File: src/hdl/msdg_pkg.sv
// Package for the multi-axis step/direction generator.
// Holds item kind codes and timing constants; no dependencies.
package msdg_pkg;

  localparam int unsigned TIMER_CLOCK    = 275000000;
  localparam int unsigned PRESCALE_SHIFT = 16;
  localparam int unsigned PRESCALE_NUM   = TIMER_CLOCK >> PRESCALE_SHIFT;
  localparam int unsigned PERIOD_RESET   = 10741;
  localparam int unsigned RATE_RESET     = 12800;

  localparam int unsigned RATE_W = 20;
  localparam int unsigned POS_W  = 32;
  localparam int unsigned QUO_W  = 32;
  localparam int unsigned DEN_W  = RATE_W + 1;
  localparam int unsigned STEP_W = 5;
  localparam int unsigned OUT_W  = 4;

  localparam logic [1:0] KIND_CLOCK  = 2'd0;
  localparam logic [1:0] KIND_TARGET = 2'd1;
  localparam logic [1:0] KIND_INIT   = 2'd2;

  typedef logic signed [POS_W-1:0] pos_t;

endpackage

File: src/hdl/multi_axis_step_dir_generator.sv
// Multi-axis step/direction generator: timer prescaler/period, per-motor sequencing.
// Depends on msdg_pkg.
// An item is taken in S_IDLE and run in S_EXEC; on a timer overflow S_TICK then visits
// the motors one a cycle through the shared 33-bit subtractor. S_DONE registers the
// result once the output is free; no new item is taken until the block returns to S_IDLE.
// A step rate write busies the block for three 32-step restoring divisions.
// Reset (synchronous, rst_n low) clears counters, positions, targets, levels and enables.
module multi_axis_step_dir_generator
  import msdg_pkg::*;
#(
  parameter int MOTORS       = 4,
  parameter int COUNTER_BITS = 16
) (
  input  logic                clk,
  input  logic                rst_n,
  input  logic                cfg_wr_en,
  input  logic [RATE_W-1:0]   cfg_wr_data,
  input  logic                in_valid,
  output logic                in_ready,
  input  logic [1:0]          in_kind,
  input  logic [1:0]          in_motor_index,
  input  logic signed [31:0]  in_target_value,
  output logic                out_valid,
  input  logic                out_ready,
  output logic [OUT_W-1:0]    out_step_levels,
  output logic [OUT_W-1:0]    out_dir_levels,
  output logic [OUT_W-1:0]    out_reached_mask,
  output logic                out_tick_fired
);

  localparam int MIDX_W = (MOTORS > 1) ? $clog2(MOTORS) : 1;
  localparam int IW     = (MIDX_W > 2) ? MIDX_W : 2;
  localparam logic [MIDX_W-1:0] LAST_MOTOR = MIDX_W'(MOTORS - 1);

  typedef enum logic [2:0] {S_IDLE, S_EXEC, S_TICK, S_DONE, S_DIV} state_t;
  typedef enum logic [1:0] {PH_PRE, PH_PER_A, PH_PER_B} phase_t;

  state_t                    state_r;
  phase_t                    phase_r;
  logic [RATE_W-1:0]         rate_r;
  logic [COUNTER_BITS-1:0]   psc_val_r, per_val_r, psc_cnt_r, per_cnt_r;
  pos_t                      pos_r [MOTORS];
  pos_t                      tgt_r [MOTORS];
  logic [MOTORS-1:0]         step_r, dir_r, en_r, reached_r;
  logic [MIDX_W-1:0]         mcnt_r;
  logic [1:0]                kind_r;
  logic                      idx_ok_r;
  logic [MIDX_W-1:0]         idx_r;
  pos_t                      tv_r;
  logic                      fired_r;
  logic                      out_valid_r;
  logic [OUT_W-1:0]          out_step_r, out_dir_r, out_reached_r;
  logic                      out_fired_r;
  logic [QUO_W-1:0]          quo_r;
  logic [DEN_W-1:0]          rem_r, den_r;
  logic [STEP_W-1:0]         dcnt_r;

  logic [IW-1:0]             idx_ext;
  logic [MIDX_W-1:0]         addr;
  pos_t                      op_a, pos_rd, tgt_rd;
  logic signed [POS_W:0]     diff;
  logic                      eq, up, near;
  logic                      tick_wrap;
  logic [DEN_W:0]            trial;
  logic                      ge;
  logic [DEN_W-1:0]          rem_nxt;
  logic [QUO_W-1:0]          quo_nxt;
  logic [QUO_W:0]            half_sum;
  logic [MOTORS+OUT_W-1:0]   step_pad, dir_pad, reached_pad;

  assign idx_ext = IW'(in_motor_index);
  assign addr    = (state_r == S_TICK) ? mcnt_r : idx_r;
  assign pos_rd  = pos_r[addr];
  assign tgt_rd  = tgt_r[addr];
  assign op_a    = (state_r == S_EXEC) ? tv_r : tgt_rd;
  assign diff    = {op_a[POS_W-1], op_a} - {pos_rd[POS_W-1], pos_rd};
  assign eq      = (diff == '0);
  assign up      = !diff[POS_W] && !eq;
  assign near    = (diff == (POS_W+1)'(1)) || (diff == '1);

  assign tick_wrap = (kind_r == KIND_CLOCK) && (psc_cnt_r >= psc_val_r) &&
                     (per_cnt_r >= per_val_r);

  assign trial    = {rem_r, quo_r[QUO_W-1]};
  assign ge       = (trial >= {1'b0, den_r});
  assign rem_nxt  = ge ? DEN_W'(trial - {1'b0, den_r}) : DEN_W'(trial);
  assign quo_nxt  = {quo_r[QUO_W-2:0], ge};
  assign half_sum = ((QUO_W+1)'(quo_nxt) + (QUO_W+1)'(rate_r)) >> 1;

  assign step_pad    = {{OUT_W{1'b0}}, step_r};
  assign dir_pad     = {{OUT_W{1'b0}}, dir_r};
  assign reached_pad = {{OUT_W{1'b0}}, reached_r};

  assign in_ready         = (state_r == S_IDLE) && !cfg_wr_en;
  assign out_valid        = out_valid_r;
  assign out_step_levels  = out_step_r;
  assign out_dir_levels   = out_dir_r;
  assign out_reached_mask = out_reached_r;
  assign out_tick_fired   = out_fired_r;

  always_ff @(posedge clk) begin
    if (!rst_n) begin
      state_r     <= S_IDLE;
      phase_r     <= PH_PRE;
      rate_r      <= RATE_W'(RATE_RESET);
      psc_val_r   <= '0;
      per_val_r   <= COUNTER_BITS'(PERIOD_RESET);
      psc_cnt_r   <= '0;
      per_cnt_r   <= '0;
      step_r      <= '0;
      dir_r       <= '0;
      en_r        <= '0;
      reached_r   <= '1;
      mcnt_r      <= '0;
      out_valid_r <= 1'b0;
      for (int i = 0; i < MOTORS; i++) begin
        pos_r[i] <= '0;
        tgt_r[i] <= '0;
      end
    end else begin
      if (out_valid_r && out_ready && (cfg_wr_en || state_r != S_DONE)) begin
        out_valid_r <= 1'b0;
      end
      if (cfg_wr_en) begin
        rate_r    <= (cfg_wr_data == '0) ? RATE_W'(1) : cfg_wr_data;
        den_r     <= (cfg_wr_data == '0) ? DEN_W'(1) : DEN_W'(cfg_wr_data);
        quo_r     <= QUO_W'(PRESCALE_NUM);
        rem_r     <= '0;
        dcnt_r    <= '0;
        phase_r   <= PH_PRE;
        psc_cnt_r <= '0;
        per_cnt_r <= '0;
        state_r   <= S_DIV;
      end else begin
        unique case (state_r)
          S_IDLE: begin
            if (in_valid) begin
              kind_r   <= in_kind;
              idx_ok_r <= (32'(idx_ext) < MOTORS);
              idx_r    <= idx_ext[MIDX_W-1:0];
              tv_r     <= in_target_value;
              state_r  <= S_EXEC;
            end
          end
          S_EXEC: begin
            fired_r <= tick_wrap;
            mcnt_r  <= '0;
            state_r <= tick_wrap ? S_TICK : S_DONE;
            case (kind_r)
              KIND_CLOCK: begin
                if (psc_cnt_r < psc_val_r) begin
                  psc_cnt_r <= psc_cnt_r + 1'b1;
                end else begin
                  psc_cnt_r <= '0;
                  if (per_cnt_r < per_val_r) begin
                    per_cnt_r <= per_cnt_r + 1'b1;
                  end else begin
                    per_cnt_r <= '0;
                  end
                end
              end
              KIND_TARGET: begin
                if (idx_ok_r) begin
                  tgt_r[idx_r]     <= tv_r;
                  reached_r[idx_r] <= eq;
                end
              end
              KIND_INIT: begin
                if (idx_ok_r) begin
                  pos_r[idx_r]     <= '0;
                  tgt_r[idx_r]     <= '0;
                  step_r[idx_r]    <= 1'b0;
                  dir_r[idx_r]     <= 1'b0;
                  en_r[idx_r]      <= 1'b1;
                  reached_r[idx_r] <= 1'b1;
                end
              end
              default: begin
              end
            endcase
          end
          S_TICK: begin
            if (en_r[addr] && !eq) begin
              if (dir_r[addr] != up) begin
                dir_r[addr] <= up;
              end else begin
                step_r[addr]    <= ~step_r[addr];
                pos_r[addr]     <= up ? pos_rd + 1 : pos_rd - 1;
                reached_r[addr] <= near;
              end
            end
            if (mcnt_r == LAST_MOTOR) begin
              state_r <= S_DONE;
            end else begin
              mcnt_r <= mcnt_r + 1'b1;
            end
          end
          S_DONE: begin
            if (!out_valid_r || out_ready) begin
              out_valid_r   <= 1'b1;
              out_step_r    <= step_pad[OUT_W-1:0];
              out_dir_r     <= dir_pad[OUT_W-1:0];
              out_reached_r <= reached_pad[OUT_W-1:0];
              out_fired_r   <= fired_r;
              state_r       <= S_IDLE;
            end
          end
          S_DIV: begin
            dcnt_r <= dcnt_r + 1'b1;
            if (dcnt_r != '1) begin
              rem_r <= rem_nxt;
              quo_r <= quo_nxt;
            end else begin
              rem_r <= '0;
              unique case (phase_r)
                PH_PRE: begin
                  psc_val_r <= COUNTER_BITS'(quo_nxt);
                  quo_r     <= QUO_W'(TIMER_CLOCK);
                  den_r     <= DEN_W'(quo_nxt) + DEN_W'(1);
                  phase_r   <= PH_PER_A;
                end
                PH_PER_A: begin
                  quo_r   <= half_sum[QUO_W-1:0];
                  den_r   <= DEN_W'(rate_r);
                  phase_r <= PH_PER_B;
                end
                PH_PER_B: begin
                  per_val_r <= COUNTER_BITS'(quo_nxt - QUO_W'(1));
                  phase_r   <= PH_PRE;
                  state_r   <= S_IDLE;
                end
                default: begin
                  state_r <= S_IDLE;
                end
              endcase
            end
          end
          default: begin
            state_r <= S_IDLE;
          end
        endcase
      end
    end
  end

  a_cfg_busy: assert property (@(posedge clk) disable iff (!rst_n)
    cfg_wr_en |=> !in_ready)
    else $error("ready while deriving timing");

  a_one_item: assert property (@(posedge clk) disable iff (!rst_n)
    (in_valid && in_ready && !cfg_wr_en) |=> !in_ready)
    else $error("second beat taken during item");

  a_div_cleared: assert property (@(posedge clk) disable iff (!rst_n)
    (state_r == S_DIV) |-> (psc_cnt_r == '0 && per_cnt_r == '0))
    else $error("timer counters not cleared during derivation");

  a_tick_wrap: assert property (@(posedge clk) disable iff (!rst_n)
    (state_r == S_TICK) |-> (psc_cnt_r == '0 && per_cnt_r == '0 && fired_r))
    else $error("motor sweep without overflow");

endmodule
File: config.mk
export PLATFORM = sky130hd
export DESIGN_NAME = multi_axis_step_dir_generator
export DESIGN_NICKNAME = d
export VERILOG_FILES = /design/src/hdl/msdg_pkg.sv /design/src/hdl/multi_axis_step_dir_generator.sv
export SDC_FILE = /design/constraint.sdc
export NUM_CORES = 1
export LEC_CHECK = 0
export BUFFER_PORTS_ARGS = -buffer_cell sky130_fd_sc_hd__buf_2
export CAP_MARGIN = 20
export CORE_UTILIZATION = 64
export CTS_CLUSTER_SIZE = 25
export DETAILED_ROUTE_END_ITERATION = 12
export GPL_TIMING_DRIVEN = 0
export PLACE_DENSITY = 0.81
export SLEW_MARGIN = 30
export SYNTH_ARGS = -nofsm -noshare
export SYNTH_HDL_FRONTEND = slang
export SYNTH_SLANG_ARGS = --single-unit
export TNS_END_PERCENT = 100
File: constraint.sdc
create_clock -name clk -period 12.4 [get_ports clk]
set_input_delay 0 -clock clk [delete_from_list [all_inputs] [get_ports clk]]
set_output_delay 0 -clock clk [all_outputs]
set_load 0.05 [all_outputs]
Yosys cells after proc, flatten, opt, wreduce, memory -nomap -nowiden

Memory sizes are Yosys's and may differ from the RTL's.
Index checks and enable logic that the tools add are counted.

$add $sub $neg: 11
Bitwise gates (word level): 11
Reductions and logical operators: 49
Equal/unequal tests: 31
Order comparisons: 9
Multiplexer cells: 86

Operators by type and width:

| kind                                                                    | count |
|---|---|
| 32-bit 2-to-1 mux                                                       | 8 |
| 21-bit 2-to-1 mux                                                       | 6 |
| 32-bit OR reduction                                                     | 3 |
| 32-bit case mux with 2 select lines                                     | 1 |
| 21-bit case mux with 2 select lines                                     | 1 |
| 20-bit 2-to-1 mux                                                       | 2 |
| 32-bit by 20-bit adder with 33-bit output                               | 1 |
| 33-bit by 2-bit equality test with 1-bit output (second input constant) | 1 |
| 33-bit equality test (second input constant)                            | 1 |
| 33-bit zero test                                                        | 1 |
| 32-bit by 32-bit subtractor with 33-bit output                          | 1 |
| 16-bit by 1-bit adder with 16-bit output (second input constant)        | 2 |
| 32-bit by 2-bit adder with 32-bit output (second input constant)        | 1 |
| 16-bit >= comparator                                                    | 2 |
| 16-bit less-than comparator                                             | 2 |
| 16-bit 2-to-1 mux                                                       | 2 |
| 4-bit 2-to-1 mux                                                        | 8 |
| 4-bit case mux with 2 select lines                                      | 4 |
| 32-bit by 2-bit subtractor with 32-bit output (second input constant)   | 1 |
| 1-bit 2-to-1 mux                                                        | 30 |
| 5-bit AND reduction                                                     | 5 |
| 22-bit by 21-bit >= comparator with 1-bit output                        | 1 |
| 21-bit by 1-bit adder with 21-bit output (second input constant)        | 1 |
| 21-bit subtractor                                                       | 1 |
| 44 further kinds                                                        | 111 |

Output and inout port bits: 15
Memories: 2
Bits in writable memories: 256
Bits in registers: 237
Logic and storage cells: 225

Memory list:

| memory | words | bits a word | read ports | clocked after memory_dff | wr ports | RTL line                            | RTL |
|---|---|---|---|---|---|---|---|
| pos_r  | 4     | 32          | 1          | 0                        | 4        | multi_axis_step_dir_generator.sv:42 | `pos_t pos_r [MOTORS];` |
| tgt_r  | 4     | 32          | 1          | 0                        | 4        | multi_axis_step_dir_generator.sv:43 | `pos_t tgt_r [MOTORS];` |

Logic depth before layout (Yosys ltp)

Gate-level depths: netlist of run 1.
An unclocked memory read counts as a cell.

Depth in word-level cells: 17
Gate-level depth with buffers: 42
Mapped depth without buffers: 33

Least setup slack after synthesis of run 1

Ideal clock, no wire load.

Path kind: register to register
From: register state_r[2]
To: memory pos_r[1][31] (netlist bit) (data pin)
Stages on the path, launching flop included: 40
Library setup time: 0.265 ns
Data arrival time: 8.815 ns
Required time: 12.135 ns
Path slack: 3.320 ns
Clock period less this slack: 9.080 ns
Path through: dfxtp_1 clkbuf_1 or3b_2 buf_2 mux2_2 buf_2 buf_2 buf_2 clkbuf_1 clkbuf_1 nand2_1 nand3_1 nand2_1 o21ai_0 ha_1 nor2b_1 o22ai_1 o311ai_1 [4 not listed] buf_2 or4_4 buf_6 nand2_4 buf_4 ha_1 a21o_1 a31oi_1 a21bo_2 and3_1 o31a_1 o211ai_1 a21oi_1 nor4_1 nor3b_4 a211o_1 a21oi_2 nor3_2

RTL lines:

| what                   | RTL line                             | RTL |
|---|---|---|
| start, declared        | multi_axis_step_dir_generator.sv:38  | `state_t state_r;` |
| start signal, assigned | multi_axis_step_dir_generator.sv:148 | `state_r <= tick_wrap ? S_TICK : S_DONE;` |
| end, declared          | multi_axis_step_dir_generator.sv:42  |  |

==> out/metrics.cfg, run 1 <==
[yosys]
syn-cell-area_um2 = 29300
ys_top_cells_by_area = edfxtp_1 (39%), dfxtp_1 (7.4%), nand2_1 (7.0%)
ys_seq_area_share_pct = 46.8
ys_ff_latch = 493
synth_most_common_cell = nand2_1
ys_warn_count = 0
synth_edf_count = 385
synth_top_cell_by_area = edfxtp_1
syn-instance-count = 3223
syn_area_per_cell_um2 = 9.11
synth_top_area_share_pct = 39.4
synthArstFlopShare_pct = 0
ys_top_cells_by_count = nand2_1 (547), edfxtp_1 (385), nor2_1 (315)
synthFlopType = edfxtp_1
syn_nets = 3427
ys_types = 97

[run]
max_cap_viol_count = 0

[drt]
routed_wl_mm = 88.5
drcViolationCount = 0
routedWlPerCell_um = 21.8
ant_nets = 0
drt_iter0_markers = 3019
drtPass1Iterations = 8
vias = 25796
routed_via_density = 6.35

[placed_design]
placed_cell_area_um2 = 30800
hpwl_mm = 63.7
finalWeightedCongestion = 1.00
portBuffers = 75
pre_cts_slack_ns = 0.656

[sta]
fin_tns_setup_ns = 0
setup_viol = 0
rsz0062_at_grt = no
skew_ns = 0.0291
fin_ws_ns = 0.459
tightest_slew_ns = 1.04
slew_headroom_pct = 30.2
drv_slew = 0
final_hold_viol_count = 0
max_freq_mhz = 83.7
period_needed_ns = 11.94
period_share_pct = 96.3

[grt]
grt_max_degree = 27
grt-busiest-layer = met2
met3_usage_pct = 4.28
grt_use_met1_pct = 46.8
grt_overflow = 0
grt_pass1_vias = 24951
antenna_found_initial = 0
grtUsageMet2_pct = 63.1
grt_first_pass_wirelength_mm = 136
grt_use_total_pct = 37.5

[floorplan]
die_area_um2 = 46700
start_util_pct = 64.8
fp-row-count = 78
die_x_um = 216
die_h_um = 216
core_area_um2 = 45300
pin_count = 76

[critical_path]
cpPeakStageDelay_ns = 0.85
arrival_ns = 12.26
cp-start-kind = flip-flop
path_delay_family = buffers and inverters
crit_path_end_kind = flip-flop
crit_slowest_cell = clkdlybuf4s15_1
crit_top_cell = buf_2
path_class = reg -> reg
crit_path_max_fanout = 15
path_buf_inv = 9
cp_data_required_time_ns = 12.72

[power_and_ir_drop]
p_per_area_nw_per_um2 = 126
peakVddDrop_uv = 130
cellLeakagePower_nw = 13.0

[status]
status = completed

[cts]
numCtsBuffers = 52
clkLatencyLatePin_ns = 0.61
cts_max_level = 2
cts_tree = built
clk_pin_slew_ns = 0.06
root_buffer = clkbuf_16
cts_buffer_depth = 3
cts_sinks = 493

[cells_and_area]
utilization_pct = 72.8
diodes = 0
area_delta_synth_final_pct = 12.4
final_area_um2 = 33000
num-fill-cells = 3379
drive_above_1_share_pct = 6.88
nets = 3627

[worst_hold_path]
hold_path.class = in -> reg

flip-flops by register name (all words and copies together) (netlist names), 20 cells and up:
signal	cells
den_r	21
pos_r	128
quo_r	32
rate_r	20
rem_r	21
tgt_r	128
tv_r	32
cells in the final DEF (no fill, tap or decap), types with 11 or more instances in the layout:
| cell | instances |
|---|---|
| a211o_1 | 12 |
| or3_1 | 20 |
| nand3_1 | 176 |
| a21boi_0 | 43 |
| edfxtp_1 | 385 |
| o21bai_1 | 13 |
| clkbuf_16 | 53 |
| buf_1 | 11 |
| clkbuf_1 | 153 |
| o22ai_1 | 11 |
| dfxtp_1 | 108 |
| dlygate4sd3_1 | 58 |
| o211ai_1 | 29 |
| a21o_1 | 39 |
| xor2_1 | 55 |
| and2_1 | 55 |
| ha_1 | 139 |
| nand2b_1 | 41 |
| nand2_1 | 540 |
| inv_1 | 168 |
| nand4_1 | 22 |
| clkinv_1 | 11 |
| xnor2_1 | 86 |
| nor2b_1 | 28 |
| o21ai_0 | 146 |
| buf_2 | 90 |
| o31ai_1 | 13 |
| nor4_1 | 32 |
| nor3_1 | 69 |
| mux2i_1 | 46 |
| a211oi_1 | 20 |
| nor2_1 | 314 |
| and3_1 | 69 |
| o21a_1 | 27 |
| a31oi_1 | 21 |
| a21oi_1 | 161 |
kinds of logic after synthesis:
| kind of cell | Yosys count | share of synthesized area, % |
|---|---|---|
| AO/OA/AOI/OAI | 622 | 13.8 |
| XOR/XNOR | 141 | 4.21 |
| adder cells (fa/ha/maj) | 144 | 6.23 |
| buffers and inverters | 339 | 4.46 |
| flip-flops | 493 | 46.8 |
| multiplexers | 55 | 2.03 |
| AND/OR/NAND/NOR | 1429 | 22.5 |
worst reg2reg max path: cells and delay by family, from the launching register on:
family,cells,cell delay [ns]
and+or+nand+nor,12,3.15
xor gates and xnor gates,1,0.13
adders and majority gates,2,0.58
DFF,1,0.32
muxes,1,0.65
buffers and inverters,9,3.46
AOI/OAI and AO/OA,13,3.38
per-layer routing:
layer  up-vias  part of all wire, %
met2      1477                   48
met4         0                  6.1
li1      11837                    -
met5         -                    0
met3       303                  8.3
met1     12179                   38
layout make-up:
class | instances | area [µm²] | share of cell area [%]
Clock buffer | 69 | 1410 | 4.26
Buffer | 169 | 678 | 2.06
Tap cell | 600 | 751 | 2.28
Sequential cell | 493 | 13700 | 41.6
Timing Repair Buffer | 146 | 1220 | 3.70
Clock inverter | 23 | 176 | 0.535
Inverter | 170 | 638 | 1.93
Multi-Input combinational cell | 2391 | 14400 | 43.6
report_power, final:
group          switching, W  internal [W]  leakage, nW
registers         0.0000294       0.00184         4.75
clock network      0.000661      0.000835        0.762
logic              0.000499      0.000281         7.47
path summary, 6_finish.rpt:
check | startpoint | end | cells past startpoint | slack (ns)
worst max-delay path | state_r[1] | pos_r[1][25] | 38 | 0.46
worst min-delay path | cfg_wr_en | per_val_r[13] | 4 | 0.05
worst max register to register | state_r[1] | pos_r[1][25] | 38 | 0.46
worst min register to register | fired_r | out_tick_fired | 0 | 0.45
per-stage QoR:
step                total power (W)  std cells  hold WS [ns]
floorplan                   0.00243       3223        0.0989
global placement            0.00261       3898         0.176
detailed placement          0.00264       3911         0.178
CTS                         0.00412       4061        0.0189
global route                0.00427       4061        0.0831
finish                      0.00414       4061        0.0492
repair_timing:
| action | in CTS | in global routing |
|---|---|---|
| hold endpoints to repair | 90 | 0 |
| setup endpoints to repair | 0 | 31 |
| resized for setup | 0 | 3 |
| hold buffers | 58 | 0 |
| setup buffers | 0 | 0 |
No activity file was read; power rests on OpenSTA's default activity.
==> run 2, diff against run 1 <==
--- a/config.mk
+++ b/config.mk
@@ -7,11 +7,11 @@
 export LEC_CHECK = 0
 export BUFFER_PORTS_ARGS = -buffer_cell sky130_fd_sc_hd__buf_2
 export CAP_MARGIN = 20
-export CORE_UTILIZATION = 64
+export CORE_UTILIZATION = 35
 export CTS_CLUSTER_SIZE = 25
 export DETAILED_ROUTE_END_ITERATION = 12
 export GPL_TIMING_DRIVEN = 0
-export PLACE_DENSITY = 0.81
+export PLACE_DENSITY_LB_ADDON = 0.1
 export SLEW_MARGIN = 30
 export SYNTH_ARGS = -nofsm -noshare
 export SYNTH_HDL_FRONTEND = slang
==> out/metrics.cfg, run 2 (same netlist as run 1, synthesis figures left out) <==
[status]
status = completed

[power_and_ir_drop]
clockPowerShare_pct = 39.5  ; +3.4 points
p_switching_w = 0.00126  ; +6.2%
p_int_w = 0.00313  ; +5.9%
power_frac_seq_pct = 42.5  ; -2.6 points
combPwrFrac_pct = 18.0  ; -0.8 points
peakVddDrop_uv = 110  ; -15%
switching_share_pct = 28.8  ; +0.068 points
p_per_area_nw_per_um2 = 130  ; +3.2%
cellLeakagePower_nw = 13.1  ; +1.1%

[cts]
clkLatencyLatePin_ns = 0.64  ; +0.03 ns
cts_buffer_depth = 3  ; unchanged
cts_max_level = 2  ; unchanged
cts_tree = built
numCtsBuffers = 58  ; +12%
root_buffer = clkbuf_16
clk_pin_slew_ns = 0.07  ; about the same
cts_sinks = 493  ; unchanged

[placed_design]
portBuffers = 75  ; unchanged
finalWeightedCongestion = 0.897  ; -10%
hpwl_mm = 72.2  ; +13%
placed_cell_area_um2 = 31300  ; +1.8%

[sta]
slew_headroom_pct = 33.7  ; +3.6 points
skew_ns = 0.0235  ; -0.00554 ns
setup_viol = 0  ; unchanged
max_freq_mhz = 85.2  ; +1.7%
period_needed_ns = 11.74  ; -0.203 ns
period_share_pct = 94.7  ; -1.6 points
rsz0062_at_grt = no
tightest_slew_ns = 0.966  ; -0.0785 ns
finalHoldWorstSlack_ns = 0.0558  ; +0.00654 ns
drv_slew = 0  ; unchanged
final_hold_viol_count = 0  ; unchanged

[drt]
drcViolationCount = 0  ; unchanged
routed_wl_mm = 98.0  ; +11%
routedWlPerCell_um = 21.6  ; -1.1%
drtPass1Iterations = 6  ; -2
routed_via_density = 5.44  ; -14%
dr.max_layer_used = met4
wl_met1_mm = 43.6  ; +29%
vias = 24720  ; -4.2%
drt_iter0_markers = 1868  ; -38%
wl_met3_mm = 5.13  ; -30%
ant_nets = 0  ; unchanged
wl_met2_mm = 46.7  ; +11%

[critical_path]
crit_top_cell = o21ai_0
reg2reg_slack_ns = 0.66  ; +0.20 ns
crit_path_end_kind = flip-flop
crit_slowest_cell = clkdlybuf4s15_1
arrival_ns = 12.09  ; -0.17 ns
path_class = reg -> reg
cp_data_required_time_ns = 12.75  ; +0.03 ns
cp-start-kind = flip-flop
crit_path_max_fanout = 15  ; unchanged
cpPeakStageDelay_ns = 0.75  ; -0.10 ns

[cells_and_area]
area_delta_synth_final_pct = 15.4
top_regs = pos_r x128, tgt_r x128
num-fill-cells = 8244  ; +140%
mostFrequentLayoutCells = nand2_1 (540), edfxtp_1 (385), nor2_1 (314), nand3_1 (176), inv_1 (168)
final_area_um2 = 33900  ; +2.7%
final_common_cell = nand2_1
drive_above_1_share_pct = 7.40  ; +0.53 points
nets = 3630  ; +0.083%

[worst_hold_path]
hold_path.class = in -> reg

[grt]
grt_overflow = 0  ; unchanged
grt_max_degree = 33  ; +22%
antenna_found_initial = 2  ; +2
grt_use_total_pct = 22.7  ; -15 points
grt_first_pass_wirelength_mm = 147  ; +8.5%
grt_pass1_vias = 24141  ; -3.2%

[floorplan]
die_area_um2 = 85000  ; +82%
core_area_um2 = 82500  ; +82%
start_util_pct = 35.6  ; -29 points
fp-row-count = 105  ; +35%
pin_count = 76  ; unchanged
die_x_um = 292  ; +35%
die_h_um = 292  ; +35%

[run]
max_cap_viol_count = 0  ; unchanged

==> run 2: layout make-up <==
| type | instances | area (µm²) | area share [%] |
|---|---|---|---|
| buffer | 169 | 683 | 2.02 |
| antenna | 1 | 2.50 | 0.00739 |
| tap | 1070 | 1340 | 3.95 |
| clock buffer | 74 | 1550 | 4.59 |
| inverter | 170 | 638 | 1.88 |
| clock inverter | 32 | 359 | 1.06 |
| sequential | 493 | 13700 | 40.5 |
| multi-input combinational | 2391 | 14400 | 42.5 |
| timing repair buffer | 143 | 1160 | 3.43 |
==> run 2: final timing paths <==
check        startpoint        endpoint  cells after the start
min           cfg_wr_en   per_val_r[13]                      4
max reg2reg  state_r[2]    pos_r[0][23]                     37
max          state_r[2]    pos_r[0][23]                     37
min reg2reg     fired_r  out_tick_fired                      0
==> run 2: per-stage QoR <==
stage               util (%)  worst slack, ns  setup TNS [ns]  power (W)  std cells
floorplan                  -             3.32               0    0.00243       3223
global placement        37.7          -0.0693          -0.354    0.00265       4368
detailed placement      38.0          -0.0922          -0.476    0.00267       4378
CTS                     41.0            0.119               0    0.00442       4542
global route            41.1           0.0175               0    0.00457       4542
finish                  41.1            0.662               0    0.00439       4543
==> run 2: worst max-delay path, delay by kind of cell, from the launching register on <==
| kind | cells | cell delay [ns] |
|---|---|---|
| adders and majority gates | 2 | 0.70 |
| AOI/OAI and AO/OA | 12 | 3.02 |
| buffers and inverters | 8 | 2.84 |
| and+or+nand+nor | 12 | 3.32 |
| DFF | 1 | 0.30 |
| xor gates and xnor gates | 2 | 0.70 |
| muxes | 1 | 0.54 |
==> run 2: metal layers <==
layer | vias up | GRT usage (%)
li1 | 11868 | -
met1 | 11999 | 30.4
met2 | 720 | 38.6
met3 | 133 | 2.61
met4 | 0 | 6.25
met5 | - | 0
==> run 2: power by group through the flow <==
| stage | logic [W] | clock network (W) | registers, W |
|---|---|---|---|
| 3_3_place_gp | 0.000753 | 0 | 0.00190 |
| 4_1_cts | 0.000786 | 0.00177 | 0.00186 |
| 6_report | 0.000790 | 0.00174 | 0.00186 |
| 2_1_floorplan | 0.000535 | 0 | 0.00189 |
| 5_1_grt | 0.000869 | 0.00183 | 0.00187 |
| 3_5_place_dp | 0.000766 | 0 | 0.00190 |
==> run 2: timing repair <==
| item | in CTS | in global routing |
|---|---|---|
| resized for setup | 1 | 10 |
| endpoints found under the hold margin | 93 | 0 |
| endpoints found under the setup margin | 20 | 60 |
| buffers inserted | 0 | 0 |
| hold buffers | 58 | 0 |
